`config.mk`:
```
export PLATFORM = sky130hd
export DESIGN_NAME = motor_pair_sync_pid
export DESIGN_NICKNAME = d
export VERILOG_FILES = /design/src/rtl/mps_pkg.sv /design/src/rtl/mps_div.sv /design/src/rtl/mps_ctrl.sv /design/src/rtl/mps_dp.sv /design/src/rtl/motor_pair_sync_pid.sv
export VERILOG_INCLUDE_DIRS = /design/src /design/src/rtl
export SDC_FILE = /design/constraint.sdc
export NUM_CORES = 2
export LEC_CHECK = 0
export BUFFER_PORTS_ARGS = -buffer_cell sky130_fd_sc_hd__buf_2
export CAP_MARGIN = 10
export CORE_MARGIN = 2
export CORE_UTILIZATION = 65
export CTS_CLUSTER_SIZE = 20
export DETAILED_ROUTE_END_ITERATION = 7
export PLACE_DENSITY = 0.82
export SLEW_MARGIN = 20
export SYNTH_ARGS = -nofsm -noshare
export SYNTH_HDL_FRONTEND = slang
export SYNTH_HIERARCHICAL = 1
export SYNTH_SLANG_ARGS = --single-unit
```
`constraint.sdc`:
```
create_clock -name clk -period 17.68 [get_ports clk]
set_clock_uncertainty 0.1 [all_clocks]
set_input_delay 3.536 -clock clk [delete_from_list [all_inputs] [get_ports clk]]
set_output_delay 3.536 -clock clk [all_outputs]
set_load 0.01 [all_outputs]
```
`src/rtl/motor_pair_sync_pid_assert.svh`:
```
// ----------------------------------------------------------------------------
// motor_pair_sync_pid assertion macros
// Concurrent assertion wrappers, empty when SYNTH is defined.
// ----------------------------------------------------------------------------
`ifndef MOTOR_PAIR_SYNC_PID_ASSERT_SVH
`define MOTOR_PAIR_SYNC_PID_ASSERT_SVH

`ifndef SYNTH

// checked on clk, masked while rst is high
`define MPS_ASSERT(lbl, prop) \
  lbl: assert property (@(posedge clk) disable iff (rst) prop) \
    else $error("motor_pair_sync_pid: assertion failed");

// checked on clk, also during reset
`define MPS_ASSERT_ALWAYS(lbl, prop) \
  lbl: assert property (@(posedge clk) prop) \
    else $error("motor_pair_sync_pid: assertion failed");

`else

`define MPS_ASSERT(lbl, prop)
`define MPS_ASSERT_ALWAYS(lbl, prop)

`endif

`endif

```
`src/rtl/mps_pkg.sv`:
```
// ----------------------------------------------------------------------------
// mps_pkg
// Shared constants, types and control structs of the motor pair sync PID.
// ----------------------------------------------------------------------------
package mps_pkg;

  localparam int DEGREE_BITS    = 20;
  localparam int FRAC_BITS      = 8;
  localparam int INTEGRAL_LIMIT = 100;

  localparam int REG_W      = 16;
  localparam int REG_CNT    = 7;
  localparam int REG_IDX_W  = 3;
  localparam int RATIO_FRAC = 12;
  localparam int GAIN_FRAC  = 8;
  localparam int SF         = FRAC_BITS + GAIN_FRAC;   // steer fraction bits
  localparam int SPEED_W    = 8;
  localparam int DRIVE_W    = 8;
  localparam int STEER_W    = 16;

  // register indexes
  localparam logic [REG_IDX_W-1:0] REG_RATIO  = 3'd0;
  localparam logic [REG_IDX_W-1:0] REG_GP_NRM = 3'd1;
  localparam logic [REG_IDX_W-1:0] REG_GI_NRM = 3'd2;
  localparam logic [REG_IDX_W-1:0] REG_GD_NRM = 3'd3;
  localparam logic [REG_IDX_W-1:0] REG_GP_TNK = 3'd4;
  localparam logic [REG_IDX_W-1:0] REG_GI_TNK = 3'd5;
  localparam logic [REG_IDX_W-1:0] REG_GD_TNK = 3'd6;
  localparam logic [REG_W-1:0]     RATIO_RESET = REG_W'(1 << RATIO_FRAC);

  // error division: |fast*ratio| fits DEGREE_BITS+15 bits, quotient < 2^Q_W
  localparam int MAG_W = DEGREE_BITS + REG_W - 1;
  localparam int N_W   = MAG_W + FRAC_BITS;
  localparam int Q_W   = N_W - RATIO_FRAC;
  localparam int DEN_W = REG_W;
  localparam int CNT_W = $clog2(Q_W);

  localparam int ERR_W   = Q_W + 1;
  localparam int INTEG_W = 16;
  localparam int INT_LIM = INTEGRAL_LIMIT << FRAC_BITS;

  // shared multiplier
  localparam int MUL_A_W = ERR_W + 1;
  localparam int MUL_B_W = REG_W + 1;
  localparam int PROD_W  = MUL_A_W + MUL_B_W;
  localparam int ACC_W   = PROD_W + 2;

  localparam int IN_W   = 2 * DEGREE_BITS + SPEED_W;
  localparam int USER_W = 2;
  localparam int OUT_W  = STEER_W + 2 * DRIVE_W;

  typedef enum logic [3:0] {
    ST_IDLE,
    ST_MUL_A,
    ST_DIV_LOAD,
    ST_DIV,
    ST_ERR,
    ST_MUL_P,
    ST_MUL_I,
    ST_MUL_D,
    ST_MUL_S,
    ST_FIN,
    ST_DONE
  } mps_state_t;

  typedef enum logic [2:0] {
    MUL_FAST,
    MUL_ERR_P,
    MUL_INT_I,
    MUL_DIFF_D,
    MUL_SPEED
  } mps_mul_sel_t;

  typedef struct packed {
    logic         load_in;
    logic         mul_en;
    mps_mul_sel_t mul_sel;
    logic         div_start;
    logic         err_upd;
    logic         acc_load;
    logic         acc_add;
    logic         last_upd;
    logic         fin_en;
    logic         out_load;
  } mps_cmd_t;

  typedef struct packed {
    logic div_done;
    logic out_full;
  } mps_sts_t;

endpackage

```
`src/rtl/mps_div.sv`:
```
// ----------------------------------------------------------------------------
// mps_div
// Restoring divider, one quotient bit per cycle, unsigned.
// ----------------------------------------------------------------------------
module mps_div (
  input  logic                         clk,
  input  logic                         rst,
  input  logic                         start,
  input  logic [mps_pkg::N_W-1:0]      dividend,
  input  logic [mps_pkg::DEN_W-1:0]    divisor,
  output logic [mps_pkg::Q_W-1:0]      quotient,
  output logic                         done
);

  logic [mps_pkg::DEN_W-1:0] rem;
  logic [mps_pkg::DEN_W-1:0] den;
  logic [mps_pkg::Q_W-1:0]   nq;       // dividend bits in, quotient bits out
  logic [mps_pkg::CNT_W-1:0] cnt;
  logic                      busy;

  logic [mps_pkg::DEN_W:0]   trial;
  logic                      ge;

  always_comb begin
    trial = {rem, nq[mps_pkg::Q_W-1]};
    ge    = (trial >= {1'b0, den});
  end

  always_ff @(posedge clk) begin
    if (rst) begin
      busy <= 1'b0;
      done <= 1'b0;
      cnt  <= '0;
    end else begin
      done <= 1'b0;
      if (start) begin
        busy <= 1'b1;
        cnt  <= mps_pkg::CNT_W'(mps_pkg::Q_W - 1);
      end else if (busy) begin
        if (cnt == '0) begin
          busy <= 1'b0;
          done <= 1'b1;
        end else begin
          cnt <= cnt - 1'b1;
        end
      end
    end
  end

  always_ff @(posedge clk) begin
    if (start) begin
      // top bits are below the divisor since divisor >= 2^RATIO_FRAC
      rem <= mps_pkg::DEN_W'(dividend[mps_pkg::N_W-1:mps_pkg::Q_W]);
      nq  <= dividend[mps_pkg::Q_W-1:0];
      den <= divisor;
    end else if (busy) begin
      rem <= ge ? mps_pkg::DEN_W'(trial - {1'b0, den}) : trial[mps_pkg::DEN_W-1:0];
      nq  <= {nq[mps_pkg::Q_W-2:0], ge};
    end
  end

  assign quotient = nq;

  `include "motor_pair_sync_pid_assert.svh"

  `MPS_ASSERT(a_div_rem_below_den, busy |-> (rem < den))
  `MPS_ASSERT(a_div_start_busy, start |=> (busy && !done))

endmodule

```
`src/rtl/mps_ctrl.sv`:
```
// ----------------------------------------------------------------------------
// mps_ctrl
// Sequencer: input transaction, divide, shared-multiplier PID passes, output.
// ----------------------------------------------------------------------------
module mps_ctrl (
  input  logic              clk,
  input  logic              rst,
  input  logic              in_valid,
  output logic              in_ready,
  input  mps_pkg::mps_sts_t sts,
  output mps_pkg::mps_cmd_t cmd
);

  mps_pkg::mps_state_t state;
  mps_pkg::mps_state_t state_next;

  always_ff @(posedge clk) begin
    if (rst) begin
      state <= mps_pkg::ST_IDLE;
    end else begin
      state <= state_next;
    end
  end

  always_comb begin
    state_next = state;
    unique case (state)
      mps_pkg::ST_IDLE:     if (in_valid) state_next = mps_pkg::ST_MUL_A;
      mps_pkg::ST_MUL_A:    state_next = mps_pkg::ST_DIV_LOAD;
      mps_pkg::ST_DIV_LOAD: state_next = mps_pkg::ST_DIV;
      mps_pkg::ST_DIV:      if (sts.div_done) state_next = mps_pkg::ST_ERR;
      mps_pkg::ST_ERR:      state_next = mps_pkg::ST_MUL_P;
      mps_pkg::ST_MUL_P:    state_next = mps_pkg::ST_MUL_I;
      mps_pkg::ST_MUL_I:    state_next = mps_pkg::ST_MUL_D;
      mps_pkg::ST_MUL_D:    state_next = mps_pkg::ST_MUL_S;
      mps_pkg::ST_MUL_S:    state_next = mps_pkg::ST_FIN;
      mps_pkg::ST_FIN:      state_next = mps_pkg::ST_DONE;
      mps_pkg::ST_DONE:     if (!sts.out_full) state_next = mps_pkg::ST_IDLE;
      default:              state_next = mps_pkg::ST_IDLE;
    endcase
  end

  always_comb begin
    cmd         = '0;
    cmd.mul_sel = mps_pkg::MUL_FAST;
    in_ready    = 1'b0;
    unique case (state)
      mps_pkg::ST_IDLE: begin
        in_ready    = 1'b1;
        cmd.load_in = in_valid;
      end
      mps_pkg::ST_MUL_A: begin
        cmd.mul_en  = 1'b1;
        cmd.mul_sel = mps_pkg::MUL_FAST;
      end
      mps_pkg::ST_DIV_LOAD: cmd.div_start = 1'b1;
      mps_pkg::ST_DIV: begin
      end
      mps_pkg::ST_ERR: cmd.err_upd = 1'b1;
      mps_pkg::ST_MUL_P: begin
        cmd.mul_en  = 1'b1;
        cmd.mul_sel = mps_pkg::MUL_ERR_P;
      end
      mps_pkg::ST_MUL_I: begin
        cmd.mul_en   = 1'b1;
        cmd.mul_sel  = mps_pkg::MUL_INT_I;
        cmd.acc_load = 1'b1;
      end
      mps_pkg::ST_MUL_D: begin
        cmd.mul_en   = 1'b1;
        cmd.mul_sel  = mps_pkg::MUL_DIFF_D;
        cmd.acc_add  = 1'b1;
        cmd.last_upd = 1'b1;
      end
      mps_pkg::ST_MUL_S: begin
        cmd.mul_en  = 1'b1;
        cmd.mul_sel = mps_pkg::MUL_SPEED;
        cmd.acc_add = 1'b1;
      end
      mps_pkg::ST_FIN:  cmd.fin_en = 1'b1;
      mps_pkg::ST_DONE: cmd.out_load = !sts.out_full;
      default: begin
      end
    endcase
  end

  `include "motor_pair_sync_pid_assert.svh"

  `MPS_ASSERT(a_ctrl_div_done_in_div, sts.div_done |-> (state == mps_pkg::ST_DIV))

endmodule

```
`src/rtl/mps_dp.sv`:
```
// ----------------------------------------------------------------------------
// mps_dp
// Datapath: config registers, error divide, integral, shared multiplier,
// steer accumulator, drive shaping and output register.
// ----------------------------------------------------------------------------
module mps_dp (
  input  logic                              clk,
  input  logic                              rst,
  input  mps_pkg::mps_cmd_t                 cmd,
  output mps_pkg::mps_sts_t                 sts,
  input  logic                              cfg_we,
  input  logic [mps_pkg::REG_IDX_W-1:0]     cfg_index,
  input  logic [mps_pkg::REG_W-1:0]         cfg_wdata,
  input  logic [mps_pkg::IN_W-1:0]          in_data,
  input  logic [mps_pkg::USER_W-1:0]        in_user,
  output logic                              out_valid,
  input  logic                              out_ready,
  output logic [mps_pkg::OUT_W-1:0]         out_data
);

  localparam int ACC_W = mps_pkg::ACC_W;
  localparam int SF    = mps_pkg::SF;
  localparam logic signed [ACC_W-1:0] DRIVE_HI = ACC_W'(100);
  localparam logic signed [ACC_W-1:0] DRIVE_LO = -DRIVE_HI;
  localparam logic signed [ACC_W-1:0] STEER_HI = ACC_W'(32767);
  localparam logic signed [ACC_W-1:0] STEER_LO = -STEER_HI - ACC_W'(1);
  localparam logic signed [mps_pkg::ERR_W:0] INT_HI = (mps_pkg::ERR_W + 1)'(mps_pkg::INT_LIM);
  localparam logic signed [mps_pkg::ERR_W:0] INT_LO = -INT_HI;

  // truncate toward zero by SF bits
  function automatic logic signed [ACC_W-1:0] trunc_sf(input logic signed [ACC_W-1:0] x);
    logic signed [ACC_W-1:0] q;
    q = x >>> SF;
    if (x[ACC_W-1] && (x[SF-1:0] != '0)) q = q + ACC_W'(1);
    return q;
  endfunction

  function automatic logic [mps_pkg::DRIVE_W-1:0] sat_drive(input logic signed [ACC_W-1:0] x);
    logic signed [ACC_W-1:0] y;
    y = (x > DRIVE_HI) ? DRIVE_HI : ((x < DRIVE_LO) ? DRIVE_LO : x);
    return y[mps_pkg::DRIVE_W-1:0];
  endfunction

  function automatic logic [mps_pkg::STEER_W-1:0] sat_steer(input logic signed [ACC_W-1:0] x);
    logic signed [ACC_W-1:0] y;
    y = (x > STEER_HI) ? STEER_HI : ((x < STEER_LO) ? STEER_LO : x);
    return y[mps_pkg::STEER_W-1:0];
  endfunction

  // configuration
  logic [mps_pkg::REG_W-1:0] cfg_reg [mps_pkg::REG_CNT];

  always_ff @(posedge clk) begin
    if (rst) begin
      for (int i = 0; i < mps_pkg::REG_CNT; i++) begin
        if (i == int'(mps_pkg::REG_RATIO)) begin
          cfg_reg[i] <= mps_pkg::RATIO_RESET;
        end else begin
          cfg_reg[i] <= '0;
        end
      end
    end else if (cfg_we && (32'(cfg_index) < mps_pkg::REG_CNT)) begin
      cfg_reg[cfg_index] <= cfg_wdata;
    end
  end

  // captured input
  logic [mps_pkg::DEGREE_BITS-1:0]  fast;
  logic [mps_pkg::DEGREE_BITS-1:0]  slow;
  logic signed [mps_pkg::SPEED_W-1:0] speed;
  logic                             tank;

  always_ff @(posedge clk) begin
    if (cmd.load_in) begin
      fast  <= in_data[mps_pkg::DEGREE_BITS-1:0];
      slow  <= in_data[2*mps_pkg::DEGREE_BITS-1:mps_pkg::DEGREE_BITS];
      speed <= in_data[mps_pkg::IN_W-1:2*mps_pkg::DEGREE_BITS];
      tank  <= in_user[0];
    end
  end

  logic signed [mps_pkg::REG_W-1:0] ratio;
  logic [mps_pkg::REG_W-1:0]        abs_ratio;
  logic [mps_pkg::SPEED_W-1:0]      abs_speed;
  logic                             ratio_zero;
  logic                             speed_zero;
  logic signed [mps_pkg::REG_W-1:0] kp;
  logic signed [mps_pkg::REG_W-1:0] ki;
  logic signed [mps_pkg::REG_W-1:0] kd;

  always_comb begin
    ratio      = cfg_reg[mps_pkg::REG_RATIO];
    abs_ratio  = ratio[mps_pkg::REG_W-1] ? (~ratio + 1'b1) : ratio;
    abs_speed  = speed[mps_pkg::SPEED_W-1] ? (~speed + 1'b1) : speed;
    ratio_zero = (ratio == '0);
    speed_zero = (speed == '0);
    kp = tank ? cfg_reg[mps_pkg::REG_GP_TNK] : cfg_reg[mps_pkg::REG_GP_NRM];
    ki = tank ? cfg_reg[mps_pkg::REG_GI_TNK] : cfg_reg[mps_pkg::REG_GI_NRM];
    kd = tank ? cfg_reg[mps_pkg::REG_GD_TNK] : cfg_reg[mps_pkg::REG_GD_NRM];
  end

  // PID state
  logic signed [mps_pkg::ERR_W-1:0]   err;
  logic signed [mps_pkg::ERR_W-1:0]   last_err;
  logic signed [mps_pkg::INTEG_W-1:0] integ;
  logic                               err_neg;

  // shared multiplier
  logic signed [mps_pkg::MUL_A_W-1:0] mul_a;
  logic signed [mps_pkg::MUL_B_W-1:0] mul_b;
  logic signed [mps_pkg::PROD_W-1:0]  prod;
  logic signed [ACC_W-1:0]            acc;
  logic signed [ACC_W-1:0]            prod_ext;

  always_comb begin
    mul_a = '0;
    mul_b = '0;
    unique case (cmd.mul_sel)
      mps_pkg::MUL_FAST: begin
        mul_a = $signed(mps_pkg::MUL_A_W'(fast));
        mul_b = $signed({1'b0, abs_ratio});
      end
      mps_pkg::MUL_ERR_P: begin
        mul_a = {err[mps_pkg::ERR_W-1], err};
        mul_b = {kp[mps_pkg::REG_W-1], kp};
      end
      mps_pkg::MUL_INT_I: begin
        mul_a = mps_pkg::MUL_A_W'(integ);
        mul_b = {ki[mps_pkg::REG_W-1], ki};
      end
      mps_pkg::MUL_DIFF_D: begin
        mul_a = {err[mps_pkg::ERR_W-1], err} - {last_err[mps_pkg::ERR_W-1], last_err};
        mul_b = {kd[mps_pkg::REG_W-1], kd};
      end
      mps_pkg::MUL_SPEED: begin
        mul_a = $signed(mps_pkg::MUL_A_W'(abs_speed));
        mul_b = $signed({1'b0, abs_ratio});
      end
      default: begin
      end
    endcase
  end

  assign prod_ext = {{(ACC_W - mps_pkg::PROD_W){prod[mps_pkg::PROD_W-1]}}, prod};

  always_ff @(posedge clk) begin
    if (cmd.mul_en) prod <= mul_a * mul_b;
    if (cmd.acc_load) begin
      acc <= prod_ext;
    end else if (cmd.acc_add) begin
      acc <= acc + prod_ext;
    end
  end

  // error divide: (|fast*ratio| - slow<<12) << FRAC_BITS / (|ratio| + 1.0)
  logic [mps_pkg::MAG_W-1:0] num_a;
  logic [mps_pkg::MAG_W-1:0] num_b;
  logic [mps_pkg::MAG_W-1:0] mag;
  logic                      mag_neg;
  logic [mps_pkg::DEN_W-1:0] den;
  logic [mps_pkg::Q_W-1:0]   quot;
  logic                      div_done;

  always_comb begin
    num_a   = prod[mps_pkg::MAG_W-1:0];
    num_b   = mps_pkg::MAG_W'({slow, {mps_pkg::RATIO_FRAC{1'b0}}});
    mag_neg = (num_a < num_b);
    mag     = mag_neg ? (num_b - num_a) : (num_a - num_b);
    den     = abs_ratio + mps_pkg::DEN_W'(1 << mps_pkg::RATIO_FRAC);
  end

  mps_div u_div (
    .clk      (clk),
    .rst      (rst),
    .start    (cmd.div_start),
    .dividend ({mag, {mps_pkg::FRAC_BITS{1'b0}}}),
    .divisor  (den),
    .quotient (quot),
    .done     (div_done)
  );

  logic signed [mps_pkg::ERR_W-1:0] err_calc;
  logic signed [mps_pkg::ERR_W:0]   integ_sum;
  logic signed [mps_pkg::ERR_W:0]   integ_sat;

  always_comb begin
    if (ratio_zero) begin
      err_calc = '0;
    end else if (err_neg) begin
      err_calc = -$signed({1'b0, quot});
    end else begin
      err_calc = $signed({1'b0, quot});
    end
    integ_sum = (mps_pkg::ERR_W + 1)'(integ) + {err_calc[mps_pkg::ERR_W-1], err_calc};
    integ_sat = (integ_sum > INT_HI) ? INT_HI : ((integ_sum < INT_LO) ? INT_LO : integ_sum);
  end

  always_ff @(posedge clk) begin
    if (cmd.div_start) err_neg <= mag_neg;
    if (cmd.err_upd) err <= err_calc;
  end

  always_ff @(posedge clk) begin
    if (rst) begin
      integ    <= '0;
      last_err <= '0;
    end else begin
      if (cmd.err_upd) integ <= integ_sat[mps_pkg::INTEG_W-1:0];
      if (cmd.load_in && in_user[1]) begin
        last_err <= '0;
      end else if (cmd.last_upd) begin
        last_err <= err;
      end
    end
  end

  // drive shaping, then truncate and saturate
  logic signed [ACC_W-1:0] fd_base;
  logic signed [ACC_W-1:0] sd_base;
  logic signed [ACC_W-1:0] fd_raw;
  logic signed [ACC_W-1:0] sd_raw;
  logic                    sd_neg;

  always_comb begin
    fd_base = ($signed(ACC_W'(abs_speed)) <<< SF) - acc;
    sd_base = (prod_ext <<< (SF - mps_pkg::RATIO_FRAC)) + acc;
    sd_neg  = speed[mps_pkg::SPEED_W-1] ^ ratio[mps_pkg::REG_W-1];
  end

  always_ff @(posedge clk) begin
    if (cmd.fin_en) begin
      if (speed_zero) begin
        fd_raw <= '0;
      end else begin
        fd_raw <= speed[mps_pkg::SPEED_W-1] ? -fd_base : fd_base;
      end
      if (speed_zero || ratio_zero) begin
        sd_raw <= '0;
      end else begin
        sd_raw <= sd_neg ? -sd_base : sd_base;
      end
    end
  end

  always_ff @(posedge clk) begin
    if (rst) begin
      out_valid <= 1'b0;
    end else if (cmd.out_load) begin
      out_valid <= 1'b1;
    end else if (out_ready) begin
      out_valid <= 1'b0;
    end
  end

  always_ff @(posedge clk) begin
    if (cmd.out_load) begin
      out_data <= {sat_drive(trunc_sf(sd_raw)),
                   sat_drive(trunc_sf(fd_raw)),
                   sat_steer(trunc_sf(acc))};
    end
  end

  assign sts.div_done = div_done;
  assign sts.out_full = out_valid && !out_ready;

  `include "motor_pair_sync_pid_assert.svh"

  `MPS_ASSERT(a_dp_integ_in_range,
    ($signed((mps_pkg::ERR_W + 1)'(integ)) <= INT_HI) &&
    ($signed((mps_pkg::ERR_W + 1)'(integ)) >= INT_LO))

endmodule

```
`src/rtl/motor_pair_sync_pid.sv`:
```
// ----------------------------------------------------------------------------
// motor_pair_sync_pid
// Motor pair sync error, clamped-integral PID steer and saturated drives.
// ----------------------------------------------------------------------------
//  channel  dir  fields (lsb first)
//  s_axis   in   tdata: fast_degrees, slow_degrees, drive_speed
//                tuser: mode, clear_history
//  m_axis   out  tdata: steer, fast_drive, slow_drive
//  cfg      in   cfg_index 0..6 selects the register, higher indexes ignored
//
//  One transaction at a time: no new input is taken while one is in flight.
//  The 31-step restoring divider computes the sync error; three passes
//  through one shared multiplier form the steer. rst is synchronous; it
//  restores the register defaults (ratio 1.0, gains 0) and zeroes integral
//  and last error. A result held by m_axis_tready low stalls the sequencer
//  in its last step; the next input is taken once that result is in the
//  output register.
// ----------------------------------------------------------------------------
module motor_pair_sync_pid (
  input  logic                          clk,
  input  logic                          rst,
  input  logic                          s_axis_tvalid,
  output logic                          s_axis_tready,
  input  logic [mps_pkg::IN_W-1:0]      s_axis_tdata,   // fast_degrees, slow_degrees, drive_speed
  input  logic [mps_pkg::USER_W-1:0]    s_axis_tuser,   // mode, clear_history
  output logic                          m_axis_tvalid,
  input  logic                          m_axis_tready,
  output logic [mps_pkg::OUT_W-1:0]     m_axis_tdata,   // steer, fast_drive, slow_drive
  input  logic                          cfg_we,
  input  logic [mps_pkg::REG_IDX_W-1:0] cfg_index,
  input  logic [mps_pkg::REG_W-1:0]     cfg_wdata
);

  mps_pkg::mps_cmd_t cmd;
  mps_pkg::mps_sts_t sts;

  mps_ctrl u_ctrl (
    .clk      (clk),
    .rst      (rst),
    .in_valid (s_axis_tvalid),
    .in_ready (s_axis_tready),
    .sts      (sts),
    .cmd      (cmd)
  );

  mps_dp u_dp (
    .clk       (clk),
    .rst       (rst),
    .cmd       (cmd),
    .sts       (sts),
    .cfg_we    (cfg_we),
    .cfg_index (cfg_index),
    .cfg_wdata (cfg_wdata),
    .in_data   (s_axis_tdata),
    .in_user   (s_axis_tuser),
    .out_valid (m_axis_tvalid),
    .out_ready (m_axis_tready),
    .out_data  (m_axis_tdata)
  );

endmodule

```
# --- Word level (Yosys, flattened, before mapping) ---
# Memories as Yosys holds them, arrays and structs flattened.
# Cells that the tools add are included.
totals:
  ramBits: 112
  input_bits: 74
  ff_bits: 443
  mem_count: 1
  word_cells: 174
classes:
  n_addsub: 18
  n_lt_le_gt_ge: 11
  bitwise_logic: 5
  muxes: 61
  eq_ne: 18
  multipliers: 1
  reduce_logical: 31
memory_table:
  columns: ["name", "words", "word_bits", "read_ports", "rd_ports_with_merged_regs", "wr", "line_no", "rtl"]
  rows:
  - ["u_dp.cfg_reg", 7, 16, 7, 0, 7, "mps_dp.sv:51", "logic [mps_pkg::REG_W-1:0] cfg_reg [mps_pkg::REG_CNT];"]
ops:
  columns: ["cell", "n"]
  rows:
  - ["52-bit 2-to-1 mux", 10]
  - ["33-bit case mux with 5 select lines", 1]
  - ["16-bit 2-to-1 mux", 9]
  - ["36-bit by 2-bit adder with 37-bit output (second input constant)", 3]
  - ["52-bit by 8-bit > comparator with 1-bit output (second input constant)", 2]
  - ["52-bit by 8-bit less-than comparator with 1-bit output (second input constant)", 2]
  - ["52-bit negator", 2]
  - ["17-bit case mux with 4 select lines", 1]
  - ["32-bit 2-to-1 mux", 2]
  - ["31-bit 2-to-1 mux", 2]
  - ["52-bit by 50-bit adder with 52-bit output", 1]
  - ["52-bit adder", 1]
  - ["52-bit by 16-bit > comparator with 1-bit output (second input constant)", 1]
  - ["52-bit by 16-bit less-than comparator with 1-bit output (second input constant)", 1]
  - ["25-bit by 52-bit subtractor with 52-bit output", 1]
  - ["33-bit by 17-bit multiplier with 50-bit output", 1]
  - ["16-bit nonzero test", 3]
  - ["4-bit case mux with 11 select lines", 1]
  - ["35-bit by 32-bit less-than comparator with 1-bit output", 1]
  - ["35-bit 2-to-1 mux", 1]
  - ["32-bit by 35-bit subtractor with 35-bit output", 1]
  - ["35-bit by 32-bit subtractor with 35-bit output", 1]
  - ["16-bit by 32-bit adder with 33-bit output", 1]
  - ["33-bit by 16-bit > comparator with 1-bit output (second input constant)", 1]
  - ["other kinds (44)", 95]

# --- Longest topological paths before layout ---
depth:
  depth_word: 7
  mapped_depth: 40
  mapped_depth_nobuf: 39

# --- Modules after synthesis ---
# The synthesis kept the hierarchy.
by_module_without_submodules:
  columns: ["mod", "instances", "cells_each", "seq_area_each_um2", "area_per_inst_um2"]
  rows:
  - ["mps_dp", 1, 6473, 13793.2, 56823.2]
  - ["mps_div", 1, 333, 1991.9, 3885.0]
  - ["mps_ctrl", 1, 50, 80.1, 392.9]

# --- Worst setup path after synthesis ---
# Ideal clock, no wire load.
synth_timing:
  path_kind: "reg-to-reg"
  start: "reg u_dp/err[1] (netlist name)"
  end: "reg u_dp/prod[49] (netlist name) (data pin)"
  setup_time_ps: 260
  path_stages_with_launch: 37
  t_arrival_ps: 9317
  slack_ps: 8003
  cell_sequence: "edfxtp_1 ha_1 nor2b_1 o21ai_0 a21boi_0 o311ai_0 nand2_1 a21o_1 a21oi_1 xnor2_1 a21oi_1 nor3_1 nand2_1 fa_1 inv_1 fa_1 inv_1 fa_1 inv_1 fa_1 fa_1 inv_1 fa_1 inv_1 ha_1 a21o_1 a21oi_1 o21ai_0 a31o_2 a221oi_1 nand2_1 a2111oi_0 o21ai_0 a311o_1 a221oi_1 o21bai_1 xnor2_1"
synth_via:
  elab_chain_cells: 3
synth_lines:
  columns: ["item", "line_no", "rtl"]
  rows:
  - ["from (decl)", "mps_dp.sv:103", "logic signed [mps_pkg::ERR_W-1:0] err;"]
  - ["from (signal assigned)", "mps_dp.sv:200", "if (cmd.err_upd) err <= err_calc;"]
  - ["32-bit by 32-bit subtractor with 33-bit output", "mps_dp.sv:132", "mul_a = {err[mps_pkg::ERR_W-1], err} - {last_err[mps_pkg::ERR_W-1], last_err};"]
  - ["33-bit case mux with 5 select lines (*)", "mps_dp.sv:118", "unique case (cmd.mul_sel)"]
  - ["33-bit by 17-bit multiplier with 50-bit output (*)", "mps_dp.sv:147", "if (cmd.mul_en) prod <= mul_a * mul_b;"]
  - ["to (signal assigned)", "mps_dp.sv:147", null]
  - ["to (decl)", "mps_dp.sv:111", "logic signed [mps_pkg::PROD_W-1:0] prod;"]
# Mark *: on every way between the ends. The rest lies on a longest branch, timed or not.
# A chain may end at the register's enable or synchronous reset.

# --- Worst setup path in the final report ---
# Same ends and word-level chain as after synthesis.

==> results.toml <==
[final_layout]
final_cell_area_um2 = 65200
syn2layout_area_growth_pct = 6.75
final_cell_count_no_fill = 8127
ff_latch_area_um2 = 15900
final_nets = 7787
multi_input_area_um2 = 41200
largest_reg_flops = 112
final_layout_size_suffix_gt1_share_pct = 7.44
fillers = 7187

[floorplanning]
initial_utilization_pct = 65.6
core-area_um2 = 93200
rows = 112
fp.dieW_um = 311
io-pin-count = 108
die_y_um = 311
fp.dieArea_um2 = 96500

[clock_tree]
post_cts_buffers = 0
cts_buffer_depth = 3
cts_made_buffers = 67
clk_latency_ns = 0.66
clock-sinks = 555
cts_resized = 0
path_clk_slew_ns = 0.06
ctsHtreeMaxLevel = 3
holdBufCountCts = 0
cts_root_buffer = "clkbuf_16"
cts_tree = "done"

[routing]
drt-initial-drc-count = 5298
postRouteAntennaNets = 0
vias_per_cell = 6.37
via_count = 51700
dr.pass1.iters = 7
routedWlPerCell_um = 22.4
finalWirelength_um = 182000
drc = 0

[setup_path]
slowest_stage = "o311ai_0"
cp_common_cell = "fa_1"
worstPathRequired_ns = 17.97
crit_fanout = 10
cp-end-kind = "register"
crit_type = "reg2reg"
critPathTopFamily = "compound AO/OA/AOI/OAI gates"
path_depth = 36
cpPeakStageDelay_ns = 0.69
r2r_cells = 36
critPathArrivalTime_ns = 11.33
cp-start-kind = "register"
crit_buf_inv = 5

[pwr]
vdd.ir_drop.worst_uv = 639
leakage_uw = 0.0277
powerDensity_nw_per_um2 = 192

[logic_synthesis]
synthCells = 6856
netlist_area_um2 = 61100
avgSynthCellArea_um2 = 8.91
yosysTopAreaCellShare_pct = 23.3
synth_edf_count = 475
synth_common_cells = "791 x inv_1, 711 x nor2_1, 653 x nand2_1, 542 x fa_1, 475 x edfxtp_1"
synthArstFlopShare_pct = 0
ys_seq_area_share_pct = 26.0
yosysUniqueCellTypes = 125
synth_flop_cell = "edfxtp_1"
synthTopCellsByArea = "edfxtp_1 23%, fa_1 18%, ha_1 7.2%"
synth-seq-cells = 555
post-synth-top-area-cell = "edfxtp_1"
yosysWarnings = 6
synth_most_common_cell = "inv_1"

[timing]
finalHoldViolations = 0
timing.fmax_mhz = 90.5
fin_tns_setup_ns = 0
worstMarginPinSlew_ns = 1.21
fin_crit_sh_pct = 62.5
relSlewSlack_pct = 19.5
setup_violations = 0
final-max-slew-violation-count = 0
rsz0062_at_grt = "false"
period_minus_slack_ns = 11.04

[global_route]
grt_usage_pct = 37.4
grt_pass1_vias = 51300
grt_pass1_wl_um = 284000
antenna_found_initial = 2
grt_start_max_net_pins = 78
overflow = 0

[placement]
gp_congestion = 0.972
place_area_um2 = 62800
place_hpwl_um = 141000
place_inst = 8001
portBuffers = 107

[job]
maxCapViolCount = 0

[status]
status = "complete, no violations"

[min_path]
hold_path.class = "reg2reg"
holdPathStages = 2
cell usage in the layout (no fill, tap or decap), types with 16 or more instances in the layout:
master	n
inv_1	790
nor2_1	709
nand2_1	653
fa_1	542
edfxtp_1	475
o21ai_0	357
ha_1	353
a21oi_1	349
xnor2_1	226
xor2_1	196
nand3_1	181
a21o_1	143
buf_2	107
nor3_1	107
nor2b_1	91
buf_4	85
nand2b_1	83
dfxtp_1	80
nand4_1	78
and2_1	71
mux2_2	70
clkbuf_16	67
mux2i_1	65
and3_1	61
a31oi_1	61
o31ai_1	54
or3_1	46
a221oi_1	43
nor4_1	42
a211oi_1	42
o21bai_1	39
o21a_1	35
or2_2	32
or4_1	28
o211ai_1	21
a21boi_0	20
o41ai_1	20
nand3b_1	18
a211o_1	17
and4_1	16
layout make-up:
| class | count | area share [%] |
|---|---|---|
| diodes | 1 | 0.00384 |
| clock buffers | 72 | 2.61 |
| clock inverters | 51 | 1.07 |
| inverters | 795 | 4.57 |
| multi-input cells | 5204 | 63.2 |
| flip-flops and latches | 555 | 24.3 |
| well taps | 1254 | 2.41 |
| repair buffers | 195 | 1.84 |
stage by stage:
| step | utilization (%) | power, µW | hold WS (ns) | setup WS [ns] |
|---|---|---|---|---|
| floorplan | - | 8520 | 0.333 | 8.00 |
| global placement | 67.4 | 10600 | 0.340 | 7.01 |
| detailed placement | 67.4 | 10800 | 0.344 | 6.69 |
| CTS | 70.0 | 12400 | 0.353 | 6.64 |
| global route | 70.0 | 13500 | 0.378 | 5.75 |
| finish | 70.0 | 12500 | 0.351 | 6.64 |
report_power, final:
| group | total, µW | switching (µW) | internal [µW] |
|---|---|---|---|
| clock | 1500 | 600 | 905 |
| sequential | 2170 | 197 | 1980 |
| combinational | 8860 | 5410 | 3450 |
logic make-up after synthesis:
family	share of synthesized area, %
adders and majority gates	25.0
buffers and inverters	7.11
other	0.00614
muxes	2.43
and+or+nand+nor	18.0
DFF	26.0
AOI/OAI and AO/OA	15.4
xor gates and xnor gates	6.08
metal layers:
layer / up-vias / part of all wire, % / routed length, µm / global-route usage, %
li1: 23600 / - / - / -
met1: 25000 / 38 / 69900 / 47.9
met2: 2651 / 45 / 82000 / 59.4
met3: 563 / 10 / 18100 / 8.12
met4: 6 / 6.5 / 11800 / 20.9
met5: - / 0.022 / 40 / 0
path summary, 6_finish.rpt:
check / startpoint / endpoint / slack, ns
worst min-delay path: u_dp/cfg_reg[6][1]$_SDFFE_PP0P_ / u_dp/cfg_reg[6][1]$_SDFFE_PP0P_ / 0.35
worst max register to register: u_dp/err[1]$_DFFE_PP_ / u_dp/prod[49]$_DFFE_PP_ / 6.64
worst min register to register: u_dp/cfg_reg[6][1]$_SDFFE_PP0P_ / u_dp/cfg_reg[6][1]$_SDFFE_PP0P_ / 0.35
worst max-delay path: u_dp/err[1]$_DFFE_PP_ / u_dp/prod[49]$_DFFE_PP_ / 6.64
tightest hold or removal path, delay by kind of cell (launching register included):
| kind | cells | cell delay (ns) |
|---|---|---|
| flops | 1 | 0.30 |
| simple gates | 1 | 0.05 |
| compound gates | 1 | 0.05 |
No activity file was read; power rests on OpenSTA's default activity.
